### src/rtl/ksm_pkg.sv
// shared constants, types and codes for the key scan to midi note event block
`default_nettype none

package ksm_pkg;

    // keyboard geometry
    localparam int KEY_COUNT   = 16;
    localparam int GROUP_SIZE  = 8;
    localparam int GROUP_COUNT = (KEY_COUNT + GROUP_SIZE - 1) / GROUP_SIZE;
    localparam int PAD_W       = GROUP_COUNT * GROUP_SIZE;
    localparam int KEY_W       = $clog2(PAD_W);
    localparam int GRP_W       = (GROUP_COUNT > 1) ? $clog2(GROUP_COUNT) : 1;
    localparam int SLOT_W      = $clog2(GROUP_SIZE);
    localparam int PASS_W      = GRP_W + 1;

    // stream widths
    localparam int S_TDATA_W = ((KEY_COUNT + 7) / 8) * 8;
    localparam int BYTE_W    = 8;
    localparam int NOTE_W    = 7;

    // midi status bytes
    localparam logic [BYTE_W-1:0] STATUS_NOTE_ON  = 8'h90;
    localparam logic [BYTE_W-1:0] STATUS_NOTE_OFF = 8'h80;

    // register reset values
    localparam logic [NOTE_W-1:0] RESET_BASE_NOTE = 7'h18;
    localparam logic [NOTE_W-1:0] RESET_VELOCITY  = 7'h7F;

    // configuration register indexes
    localparam int CFG_IDX_W = 1;
    localparam logic [CFG_IDX_W-1:0] CFG_BASE_NOTE = 1'b0;
    localparam logic [CFG_IDX_W-1:0] CFG_VELOCITY  = 1'b1;

    // search kind carried in the low bit of the pass counter
    localparam logic KIND_PRESS   = 1'b0;
    localparam logic KIND_RELEASE = 1'b1;

    // result of the shared search / note unit
    typedef struct packed {
        logic              found;
        logic [KEY_W-1:0]  key;
        logic [NOTE_W-1:0] note;
    } ksm_hit_t;

endpackage

`default_nettype wire

### src/rtl/ksm_unit.sv
// shared search unit: lowest pending key of one group and its note number
`default_nettype none

module ksm_unit
(
    input  wire logic [ksm_pkg::GROUP_SIZE-1:0] grp_mask,
    input  wire logic [ksm_pkg::GRP_W-1:0]      grp,
    input  wire logic [ksm_pkg::NOTE_W-1:0]     base_note,
    output ksm_pkg::ksm_hit_t                   hit
);

    logic [ksm_pkg::SLOT_W-1:0] slot;
    logic [ksm_pkg::KEY_W-1:0]  key;

    // priority pick, lowest key wins
    always_comb
    begin
        slot = '0;
        for (int i = ksm_pkg::GROUP_SIZE - 1; i >= 0; i--)
        begin
            if (grp_mask[i])
            begin
                slot = ksm_pkg::SLOT_W'(i);
            end
        end
    end

    assign key = ksm_pkg::KEY_W'({grp, slot});

    // note wraps modulo 128
    always_comb
    begin
        hit.found = |grp_mask;
        hit.key   = key;
        hit.note  = ksm_pkg::NOTE_W'(base_note
                    + {{(ksm_pkg::NOTE_W - ksm_pkg::KEY_W){1'b0}}, key});
    end

endmodule

`default_nettype wire

### src/rtl/ksm_ctrl.sv
// sequencer: scan compare, pending key masks, byte emission and output register
`default_nettype none

module ksm_ctrl
(
    input  wire logic                            clk,
    input  wire logic                            rst_n,
    input  wire logic                            s_tvalid,
    output logic                                 s_tready,
    input  wire logic [ksm_pkg::S_TDATA_W-1:0]   s_tdata,
    output logic                                 m_tvalid,
    input  wire logic                            m_tready,
    output logic [ksm_pkg::BYTE_W-1:0]           m_tdata,
    output logic                                 m_tlast,
    input  wire logic                            cfg_we,
    input  wire logic [ksm_pkg::CFG_IDX_W-1:0]   cfg_index,
    input  wire logic [ksm_pkg::NOTE_W-1:0]      cfg_data,
    output logic [ksm_pkg::GROUP_SIZE-1:0]       grp_mask,
    output logic [ksm_pkg::GRP_W-1:0]            grp,
    output logic [ksm_pkg::NOTE_W-1:0]           base_note,
    input  wire ksm_pkg::ksm_hit_t               hit
);

    typedef enum logic [1:0] {
        ST_IDLE,
        ST_SEARCH,
        ST_NOTE,
        ST_VEL
    } state_t;

    state_t                         state_reg, state_next;
    logic [ksm_pkg::KEY_COUNT-1:0]  prev_reg, prev_next;
    logic [ksm_pkg::PAD_W-1:0]      pressed_reg, pressed_next;
    logic [ksm_pkg::PAD_W-1:0]      released_reg, released_next;
    logic [ksm_pkg::PASS_W-1:0]     pass_reg, pass_next;
    logic [ksm_pkg::NOTE_W-1:0]     note_reg, note_next;
    logic [ksm_pkg::NOTE_W-1:0]     base_reg, base_next;
    logic [ksm_pkg::NOTE_W-1:0]     vel_reg, vel_next;
    logic                           m_valid_reg, m_valid_next;
    logic [ksm_pkg::BYTE_W-1:0]     m_data_reg, m_data_next;
    logic                           m_last_reg, m_last_next;

    logic                           kind;
    logic [ksm_pkg::PAD_W-1:0]      src;
    logic                           out_free;
    logic                           load;
    logic [ksm_pkg::BYTE_W-1:0]     load_byte;
    logic                           load_last;
    logic [ksm_pkg::KEY_COUNT-1:0]  now;
    logic [ksm_pkg::KEY_COUNT-1:0]  changed;

    assign kind     = pass_reg[0];
    assign grp      = pass_reg[ksm_pkg::PASS_W-1:1];
    assign src      = (kind == ksm_pkg::KIND_RELEASE) ? released_reg : pressed_reg;
    assign grp_mask = src[grp * ksm_pkg::GROUP_SIZE +: ksm_pkg::GROUP_SIZE];
    assign base_note = base_reg;

    assign out_free = !m_valid_reg || m_tready;
    assign now      = s_tdata[ksm_pkg::KEY_COUNT-1:0];
    assign changed  = now ^ prev_reg;

    assign s_tready = (state_reg == ST_IDLE);
    assign m_tvalid = m_valid_reg;
    assign m_tdata  = m_data_reg;
    assign m_tlast  = m_last_reg;

    always_comb
    begin
        state_next    = state_reg;
        prev_next     = prev_reg;
        pressed_next  = pressed_reg;
        released_next = released_reg;
        pass_next     = pass_reg;
        note_next     = note_reg;
        base_next     = base_reg;
        vel_next      = vel_reg;
        load          = 1'b0;
        load_byte     = '0;
        load_last     = 1'b0;

        if (cfg_we)
        begin
            case (cfg_index)
                ksm_pkg::CFG_BASE_NOTE: base_next = cfg_data;
                ksm_pkg::CFG_VELOCITY:  vel_next  = cfg_data;
                default: ;
            endcase
        end

        case (state_reg)
            ST_IDLE:
            begin
                if (s_tvalid)
                begin
                    prev_next     = now;
                    pressed_next  = ksm_pkg::PAD_W'(~now & changed);
                    released_next = ksm_pkg::PAD_W'(now & changed);
                    pass_next     = '0;
                    if (|changed)
                    begin
                        state_next = ST_SEARCH;
                    end
                end
            end
            ST_SEARCH:
            begin
                if (hit.found)
                begin
                    if (out_free)
                    begin
                        load      = 1'b1;
                        load_byte = (kind == ksm_pkg::KIND_RELEASE) ?
                                    ksm_pkg::STATUS_NOTE_OFF : ksm_pkg::STATUS_NOTE_ON;
                        note_next = hit.note;
                        if (kind == ksm_pkg::KIND_RELEASE)
                        begin
                            released_next[hit.key] = 1'b0;
                        end
                        else
                        begin
                            pressed_next[hit.key] = 1'b0;
                        end
                        state_next = ST_NOTE;
                    end
                end
                else
                begin
                    pass_next = ksm_pkg::PASS_W'(pass_reg + 1'b1);
                end
            end
            ST_NOTE:
            begin
                if (out_free)
                begin
                    load       = 1'b1;
                    load_byte  = {1'b0, note_reg};
                    state_next = ST_VEL;
                end
            end
            ST_VEL:
            begin
                if (out_free)
                begin
                    load       = 1'b1;
                    load_byte  = {1'b0, vel_reg};
                    load_last  = ~|(pressed_reg | released_reg);
                    state_next = load_last ? ST_IDLE : ST_SEARCH;
                end
            end
            default:
            begin
                state_next = ST_IDLE;
            end
        endcase

        // output register
        m_data_next = m_data_reg;
        m_last_next = m_last_reg;
        if (load)
        begin
            m_valid_next = 1'b1;
            m_data_next  = load_byte;
            m_last_next  = load_last;
        end
        else if (m_tready)
        begin
            m_valid_next = 1'b0;
        end
        else
        begin
            m_valid_next = m_valid_reg;
        end
    end

    always_ff @(posedge clk or negedge rst_n)
    begin
        if (!rst_n)
        begin
            state_reg    <= ST_IDLE;
            prev_reg     <= '0;
            pressed_reg  <= '0;
            released_reg <= '0;
            pass_reg     <= '0;
            note_reg     <= '0;
            base_reg     <= ksm_pkg::RESET_BASE_NOTE;
            vel_reg      <= ksm_pkg::RESET_VELOCITY;
            m_valid_reg  <= 1'b0;
            m_data_reg   <= '0;
            m_last_reg   <= 1'b0;
        end
        else
        begin
            state_reg    <= state_next;
            prev_reg     <= prev_next;
            pressed_reg  <= pressed_next;
            released_reg <= released_next;
            pass_reg     <= pass_next;
            note_reg     <= note_next;
            base_reg     <= base_next;
            vel_reg      <= vel_next;
            m_valid_reg  <= m_valid_next;
            m_data_reg   <= m_data_next;
            m_last_reg   <= m_last_next;
        end
    end

endmodule

`default_nettype wire

### src/rtl/key_scan_midi_note_events_top.sv
// top level of the key scan to midi note event block
//
//  channel  | direction | handshake           | payload
//  ---------+-----------+---------------------+----------------------------------------
//  s_*      | in        | s_tvalid / s_tready | s_tdata[15:0] = scan_bits (active low)
//  m_*      | out       | m_tvalid / m_tready | m_tdata[7:0] = midi_byte, m_tlast = last
//  cfg_*    | in        | cfg_we              | cfg_index (0 base_note, 1 velocity), cfg_data
//
// a scan beat is taken only while the sequencer is idle; an unchanged scan leaves it idle, and
// each note message is a status, note and velocity byte (one byte per cycle out of the output
// register while m_tready holds); an empty group pass between messages emits no byte
// unstalled, the sequencer's one-byte-per-cycle emission through the output register sets the rate
// after reset the previous scan is all zeros, base note 24, velocity 127
// a stalled m_tready holds the current byte and stops the sequencer before its next byte load

`default_nettype none

module key_scan_midi_note_events_top
(
    input  wire logic                            clk,
    input  wire logic                            rst_n,
    // scan beat input
    input  wire logic                            s_tvalid,
    output logic                                 s_tready,
    input  wire logic [ksm_pkg::S_TDATA_W-1:0]   s_tdata,   // [15:0] scan_bits
    // midi byte output
    output logic                                 m_tvalid,
    input  wire logic                            m_tready,
    output logic [ksm_pkg::BYTE_W-1:0]           m_tdata,   // [7:0] midi_byte
    output logic                                 m_tlast,   // last byte of this scan
    // configuration writes
    input  wire logic                            cfg_we,
    input  wire logic [ksm_pkg::CFG_IDX_W-1:0]   cfg_index,
    input  wire logic [ksm_pkg::NOTE_W-1:0]      cfg_data
);

    logic [ksm_pkg::GROUP_SIZE-1:0] grp_mask;
    logic [ksm_pkg::GRP_W-1:0]      grp;
    logic [ksm_pkg::NOTE_W-1:0]     base_note;
    ksm_pkg::ksm_hit_t              hit;

    // sequencer walks group passes: presses then releases for each group of eight
    ksm_ctrl u_ctrl
    (
        .clk       (clk),
        .rst_n     (rst_n),
        .s_tvalid  (s_tvalid),
        .s_tready  (s_tready),
        .s_tdata   (s_tdata),
        .m_tvalid  (m_tvalid),
        .m_tready  (m_tready),
        .m_tdata   (m_tdata),
        .m_tlast   (m_tlast),
        .cfg_we    (cfg_we),
        .cfg_index (cfg_index),
        .cfg_data  (cfg_data),
        .grp_mask  (grp_mask),
        .grp       (grp),
        .base_note (base_note),
        .hit       (hit)
    );

    // shared unit: finds the next pending key of the current pass and its note
    ksm_unit u_unit
    (
        .grp_mask  (grp_mask),
        .grp       (grp),
        .base_note (base_note),
        .hit       (hit)
    );

endmodule

`default_nettype wire

### config.mk
export PLATFORM = sky130hd
export DESIGN_NAME = key_scan_midi_note_events_top
export DESIGN_NICKNAME = d
export VERILOG_FILES = /design/src/rtl/ksm_pkg.sv /design/src/rtl/ksm_unit.sv /design/src/rtl/ksm_ctrl.sv /design/src/rtl/key_scan_midi_note_events_top.sv
export SDC_FILE = /design/constraint.sdc
export NUM_CORES = 1
export LEC_CHECK = 0
export BUFFER_PORTS_ARGS = -buffer_cell sky130_fd_sc_hd__buf_2
export CORE_ASPECT_RATIO = 1.1
export CORE_MARGIN = 8
export CORE_UTILIZATION = 35
export CTS_CLUSTER_SIZE = 14
export DETAILED_ROUTE_END_ITERATION = 8
export RECOVER_POWER = 100
export SETUP_SLACK_MARGIN = 0.4
export SYNTH_ARGS = -nofsm -noshare
export SYNTH_HDL_FRONTEND = slang
export SYNTH_SLANG_ARGS = --single-unit
### constraint.sdc
create_clock -name clk -period 3.45 [get_ports clk]
set_clock_uncertainty 0.15 [all_clocks]
set_input_delay 0.1725 -clock clk [delete_from_list [all_inputs] [get_ports clk]]
set_output_delay 0.1725 -clock clk [all_outputs]
set_load 0.005 [all_outputs]
== Yosys cells after proc, flatten, opt, wreduce, memory -nomap -nowiden ==
Index checks and enable logic that the tools add are counted.
Word-level totals
  register bits: 83
  input bits: 29
  output and inout port bits: 11
  word-level logic and storage cells: 101
Operators by class
  add/subtract/negate cells: 2
  magnitude comparators: 2
  equal/unequal tests: 12
  shift-type cells: 1
  multiplexer cells: 45
  bitwise operators: 9
  reduce and logical (&&, ||, !) cells: 19
Operator list (number)
  $mux W16: 9
  $and A16 B16 Y16: 4
  $pmux W16 S2: 2
  $not A16 Y16: 2
  $reduce_or A16 Y1: 2
  $mux W3: 8
  $pmux W8 S3: 1
  $mux W2: 8
  $mux W8: 2
  $or A16 B16 Y16: 1
  $shiftx A16 B5 Y8: 1
  $xor A16 B16 Y16: 1
  $mux W7: 2
  $ne A2 B1 Y1 const B: 5
  $reduce_and A5 Y1: 2
  $mux W1: 8
  $ne A2 B2 Y1 const B: 4
  $pmux W2 S4: 1
  $reduce_or A8 Y1: 1
  $add A7 B4 Y7: 1
  $reduce_and A2 Y1: 3
  $reduce_and A3 Y1: 2
  $reduce_and A6 Y1: 1
  $lt A4 B5 Y1 const B: 1
  other kinds (15): 18

== Logic depth before layout (Yosys ltp) ==
  word-level depth: 20
  mapped depth: 12
  gate-level depth less buffers: 11

== By module ==
A second synthesis with hierarchy kept.
Second synthesis, totals
  cell total of the unflattened synthesis: 442
  area, all modules: 4625.7 µm²
By module, submodules not included
  ksm_ctrl: times used 1, cells each 406, area each 4369.2 µm², seq. area each 2088.3 µm²
  ksm_unit: times used 1, cells each 36, area each 256.5 µm², seq. area each 0.0 µm²

== Least setup slack after synthesis ==
Ideal clock, no wire load.
  path type: flip-flop to flip-flop
  from: register u_ctrl.pass_reg[0] (netlist name)
  to: register u_ctrl.note_reg[6] (netlist name)
  library setup time: 0.127 ns
  data arrival time: 2.826 ns
  data required time: 3.173 ns
  slack: 0.347 ns
  stages on the path, launching flop included: 13
  path buffers: 1
  clock period less this slack: 3.103 ns
  cell sequence: dfrtp_1 > buf_6 > mux4_1 > nor2_1 > a221oi_1 > nor2_1 > nor2_1 > ha_1 > fa_1 > o21ai_0 > o31ai_4 > mux2i_1 > nand3_1
Between the ends
  cells in the longest elaborated chain, start to end: 11
  elaborated cells on any way between the ends: 13
  those cells by class: add/sub (1); shift (1); mux (9); reduce/logical (2)
Ends and longest elaborated chain
  start, declared: line ksm_ctrl.sv:35  | logic [ksm_pkg::PASS_W-1:0] pass_reg, pass_next;
  start signal, assigned: line ksm_ctrl.sv:197  | pass_reg <= pass_next;
  $mux W16 *: line ksm_ctrl.sv:54  | assign src = (kind == ksm_pkg::KIND_RELEASE) ? released_reg : pressed_reg;
  $shiftx A16 B5 Y8 *: line ksm_ctrl.sv:55  | assign grp_mask = src[grp * ksm_pkg::GROUP_SIZE +: ksm_pkg::GROUP_SIZE];
  $mux W3 (8 in series): line ksm_unit.sv:21  | if (grp_mask[i])
  $add A7 B4 Y7: line ksm_unit.sv:36  | + {{(ksm_pkg::NOTE_W - ksm_pkg::KEY_W){1'b0}}, key});
  end signal, assigned: line ksm_ctrl.sv:198  | note_reg <= note_next;
  end, declared: line ksm_ctrl.sv:36  | logic [ksm_pkg::NOTE_W-1:0] note_reg, note_next;
Mark *: on every way between the ends. The rest lies on a longest branch, timed or not.
A chain may end at the register's enable or synchronous reset.

== Final worst setup path ==
  from: register u_ctrl.pass_reg[0] (netlist name)
  to: register u_ctrl.m_data_reg, in the netlist u_ctrl.m_tdata[5]
Between the ends
  cells in the longest elaborated chain, start to end: 5
  elaborated cells on any way between the ends: 7
  those cells by class: shift (1); mux (5); reduce/logical (1)
Ends and longest elaborated chain
  $mux W16 *: line ksm_ctrl.sv:54
  $shiftx A16 B5 Y8 *: line ksm_ctrl.sv:55
  $reduce_or A8 Y1 *: line ksm_unit.sv:33  | hit.found = |grp_mask;
  $mux W8 or $mux W1 (tied branches): line ksm_ctrl.sv:107  | if (hit.found)
  $pmux W8 S3 or $pmux W1 S2 (tied branches): line ksm_ctrl.sv:90  | case (state_reg)
  end signal, assigned: line ksm_ctrl.sv:202  | m_data_reg <= m_data_next;
  end, declared: line ksm_ctrl.sv:40  | logic [ksm_pkg::BYTE_W-1:0] m_data_reg, m_data_next;
Marked as above.

==> report_table.html <==
<table>
<tr><th>Metric</th><th>Value</th></tr>
<tr><th colspan="2">Floorplan</th></tr>
<tr><td>Initial cell density of the core</td><td>0.359</td></tr>
<tr><td>Width of the die</td><td>130 um</td></tr>
<tr><td>Placement row count</td><td>45</td></tr>
<tr><td>Area inside the core boundary</td><td>0.0139 mm2</td></tr>
<tr><td>Die area</td><td>around 0.018 mm2</td></tr>
<tr><td>Ports placed on the boundary</td><td>40</td></tr>
<tr><td>Overall die height</td><td>around 140 um</td></tr>
<tr><th colspan="2">Critical path</th></tr>
<tr><td>Launching instance or port of the critical path</td><td>u_ctrl.pass_reg[0]</td></tr>
<tr><td>Worst flop-to-flop path startpoint</td><td>u_ctrl.pass_reg[0]</td></tr>
<tr><td>Critical Path Start Type</td><td>flop</td></tr>
<tr><td>Terminus of the critical flop-to-flop path</td><td>u_ctrl.m_tdata[5]</td></tr>
<tr><td>Worst reg-to-reg setup slack</td><td>just under 0.3 ns</td></tr>
<tr><td>Largest fanout of any net on the critical path</td><td>9</td></tr>
<tr><td>Worst Reg2Reg Path Length in Cells</td><td>7</td></tr>
<tr><td>Arrival time worst endpoint</td><td>about 3.2 ns</td></tr>
<tr><td>End of the critical path</td><td>u_ctrl.m_tdata[5]</td></tr>
<tr><td>CP Data Required Time</td><td>about 3.5 ns</td></tr>
<tr><td>Element type at the critical path end</td><td>flop</td></tr>
<tr><td>Crit Path Class</td><td>flop to flop</td></tr>
<tr><th colspan="2">Placed design</th></tr>
<tr><td>Total cell area at the placement stage</td><td>about 0.0054 mm2</td></tr>
<tr><td>HPWL after detailed placement</td><td>about 9000 um</td></tr>
<tr><td>IO Port Bufs</td><td>39</td></tr>
<tr><td>Last weighted congestion value of the routability-driven placer</td><td>around 0.9</td></tr>
<tr><th colspan="2">Power</th></tr>
<tr><td>VDD IR-drop max</td><td>0.343 mV</td></tr>
<tr><td>Combinational share of power</td><td>0.544</td></tr>
<tr><td>Switching Fraction</td><td>0.418</td></tr>
<tr><td>Leakage Power</td><td>around 2.7 nW</td></tr>
<tr><td>Total power of the final layout</td><td>5.73 mW</td></tr>
<tr><td>Psw</td><td>approximately 2.4 mW</td></tr>
<tr><td>Clock network power share</td><td>0.165</td></tr>
<tr><td>Internal power contribution</td><td>3.33 mW</td></tr>
<tr><td>Total power divided by cell area</td><td>953 mW/mm2</td></tr>
<tr><td>Part of the total power dissipated in sequential elements</td><td>0.291</td></tr>
<tr><th colspan="2">Synthesis</th></tr>
<tr><td>Cell count after synthesis</td><td>479</td></tr>
<tr><td>Flip-flop and latch count after synthesis</td><td>83</td></tr>
<tr><td>Count of different cell masters after synthesis</td><td>56</td></tr>
<tr><td>Number of enable-type register cells in the synthesized netlist</td><td>0</td></tr>
<tr><td>Portion of the post-synthesis area used by sequential elements</td><td>0.421</td></tr>
<tr><td>Fraction of synthesized cell area taken by the top area cell type</td><td>0.373</td></tr>
<tr><td>Cells taking the most area after synthesis</td><td>dfrtp_1, ha_1, o21ai_0, a22o_1, mux2_2</td></tr>
<tr><td>Cell Area, Synth</td><td>approximately 0.0050 mm2</td></tr>
<tr><td>Share of synthesized registers carrying an async set or reset</td><td>1.00</td></tr>
<tr><td>Number of warning messages in the yosys log</td><td>0</td></tr>
<tr><td>Post-synthesis net count</td><td>~550</td></tr>
<tr><td>Ys flop type</td><td>dfrtp_1</td></tr>
<tr><td>Syn_area_per_cell</td><td>10.4 um2</td></tr>
<tr><td>Largest area contributor in the netlist</td><td>dfrtp_1</td></tr>
<tr><td>Most frequent cell after synthesis</td><td>dfrtp_1</td></tr>
<tr><td>Top cells by count, synth</td><td>dfrtp_1, o21ai_0, inv_1</td></tr>
<tr><th colspan="2">Routing</th></tr>
<tr><td>Number of vias per cell</td><td>about 5.3</td></tr>
<tr><td>Drt first-iter violations</td><td>276</td></tr>
<tr><td>Final wirelength</td><td>roughly 12000 um</td></tr>
<tr><td>Via count</td><td>about 4000</td></tr>
<tr><td>Number of search-and-repair iterations in the first detailed-routing pass</td><td>4</td></tr>
<tr><td>DRC errors left</td><td>0</td></tr>
<tr><td>WL per Instance</td><td>~17 um</td></tr>
<tr><td>Detail Route Antenna Nets</td><td>0</td></tr>
<tr><th colspan="2">STA</th></tr>
<tr><td>Final setup fails</td><td>0</td></tr>
<tr><td>Relative slew slack</td><td>-0.367</td></tr>
<tr><td>Period Utilization, post-route</td><td>0.914</td></tr>
<tr><td>Fmax</td><td>0.317 GHz</td></tr>
<tr><td>RSZ-0062 raised after global routing</td><td>yes</td></tr>
<tr><td>Transition time at the pin with the least slew margin</td><td>2.05 ns</td></tr>
<tr><td>Min cycle time layout</td><td>between 3 and 4 ns</td></tr>
<tr><td>Final slew viol count</td><td>84</td></tr>
<tr><td>Number of hold violations in the final report</td><td>0</td></tr>
<tr><th colspan="2">Job</th></tr>
<tr><td>Count of max-cap constraint violations</td><td>1</td></tr>
<tr><th colspan="2">Clock network</th></tr>
<tr><td>Max clock buf depth</td><td>2</td></tr>
<tr><td>Total CTS buffers</td><td>9</td></tr>
<tr><td>CTS H-Tree Depth</td><td>3</td></tr>
<tr><td>Clock tree from TritonCTS</td><td>yes</td></tr>
<tr><td>Number of sinks driven by the clock tree</td><td>83</td></tr>
<tr><td>Clock-pin slew reported for the worst setup and hold paths after clock tree synthesis</td><td>approximately 0.06 ns</td></tr>
<tr><td>Clock network latency to the later pin of the worst-skew pair</td><td>between 0.3 and 0.4 ns</td></tr>
<tr><td>Root buffer cell</td><td>clkbuf_16</td></tr>
<tr><th colspan="2">Global routing</th></tr>
<tr><td>Remaining Overflow, GRT</td><td>0</td></tr>
<tr><td>Global-route wire length before repair</td><td>20100 um</td></tr>
<tr><td>Number of global-route vias before repair</td><td>around 4000</td></tr>
<tr><td>Global-route total usage across every layer</td><td>0.140</td></tr>
<tr><td>Maximum number of pins on one net before global-route repair</td><td>84</td></tr>
<tr><td>Antenna violations before repair</td><td>0</td></tr>
<tr><th colspan="2">Finish</th></tr>
<tr><td>Number of nets at the end of the flow</td><td>about 620</td></tr>
<tr><td>Synthesis-to-layout area growth</td><td>21.0%</td></tr>
<tr><td># diodes</td><td>0</td></tr>
<tr><td>Share of cells above drive strength 1</td><td>0.217</td></tr>
<tr><td>Final non-filler cell area</td><td>approximately 0.006 mm2</td></tr>
<tr><th colspan="2">Worst hold path</th></tr>
<tr><td>Class of the tightest hold or removal check</td><td>input pin to flop</td></tr>
<tr><th colspan="2">Outcome</th></tr>
<tr><td>Violated checks</td><td>capacitance limit, slew limit</td></tr>
<tr><td>Run status</td><td>complete, but fails checks</td></tr>
</table>
-- placed cells by master (no fill, tap or decap), types with 4 or more instances in the layout --
cell / count
clkbuf_16: 9
dlygate4sd3_1: 21
clkbuf_1: 22
nor4_1: 9
a22o_1: 31
dfrtp_1: 73
ha_1: 38
o31a_1: 7
dfstp_2: 9
nand4_1: 8
o31ai_1: 8
buf_4: 20
nand2b_1: 4
inv_1: 48
mux4_2: 8
nor2_1: 9
mux2_2: 23
mux2i_1: 8
nand2_1: 43
o21ai_0: 61
buf_2: 23
-- power groups by stage --
| stage | logic [mW] | registers, mW | clock network (mW) |
|---|---|---|---|
| final | 3.12 | 1.67 | 0.943 |
| after global routing | 3.42 | 1.71 | 1.00 |
| after CTS | 3.04 | 1.66 | 0.968 |
| after detailed placement | 2.84 | 1.68 | 0 |
| after global placement | 2.74 | 1.66 | 0 |
| after floorplan | 2.11 | 1.56 | 0 |
-- critical path, stage by stage, from the launching register on --
cell and delay [ns]:
dfrtp_1 0.48, buf_6 0.17, mux4_2 0.59, clkbuf_1 0.17, or4_4 0.60, o21ai_0 0.30
a211oi_2 0.25, mux2_2 0.32
-- metal layers --
layer	GRT usage	vias up	wire, um
li1	-	1882	-
met3	0.0317	20	669
met1	0.178	1926	5670
met4	0.0606	0	299
met5	0	-	0
met2	0.225	106	5800
-- layout make-up --
class,instances,area (um2)
fillers,1359,7840
multi-input cells,322,2650
flip-flops and latches,83,2090
repair buffers,84,559
clock buffers,14,254
well taps,188,235
inverters,49,184
clock inverters,2,35.0
-- worst min path at each step --
stage	from	to	cells past startpoint
after floorplan	rst_n	u_ctrl.base_note[0]	0
after global placement	rst_n	u_ctrl.m_tdata[0]	1
after detailed placement	cfg_data[5]	u_ctrl.base_note[5]	2
after CTS	s_tdata[15]	u_ctrl.prev_reg[15]	3
after global routing	s_tdata[15]	u_ctrl.prev_reg[15]	3
final	s_tdata[15]	u_ctrl.prev_reg[15]	3
-- cell families after synthesis --
family,count (synthesis),share of synthesized area
buffers and inverters,74,0.0615
AO/OA/AOI/OAI,143,0.204
flip-flops,83,0.421
adder cells (fa/ha/maj),41,0.105
multiplexers,40,0.111
XOR/XNOR,4,0.00706
AND/OR/NAND/NOR,94,0.0912
-- timing repair --
item,CTS,global route
hold endpoints to repair,101,0
setup buffers,7,2
hold buffers,21,0
endpoints found under the setup margin,49,17
pin swaps,9,4
resized for setup,19,6
-- stage by stage --
step                hold WS [ns]  instances  setup TNS [ns]   util  setup slack, ns
floorplan                 -0.273        479               0      -            0.403
global placement           0.269        696               0  0.391            0.128
detailed placement         0.272        696          -0.134  0.391          -0.0947
CTS                      0.00184        740               0  0.434            0.318
global route              0.0132        742               0  0.434            0.131
finish                   0.00609        742               0  0.434            0.297
(Power assumes the default switching activity.)
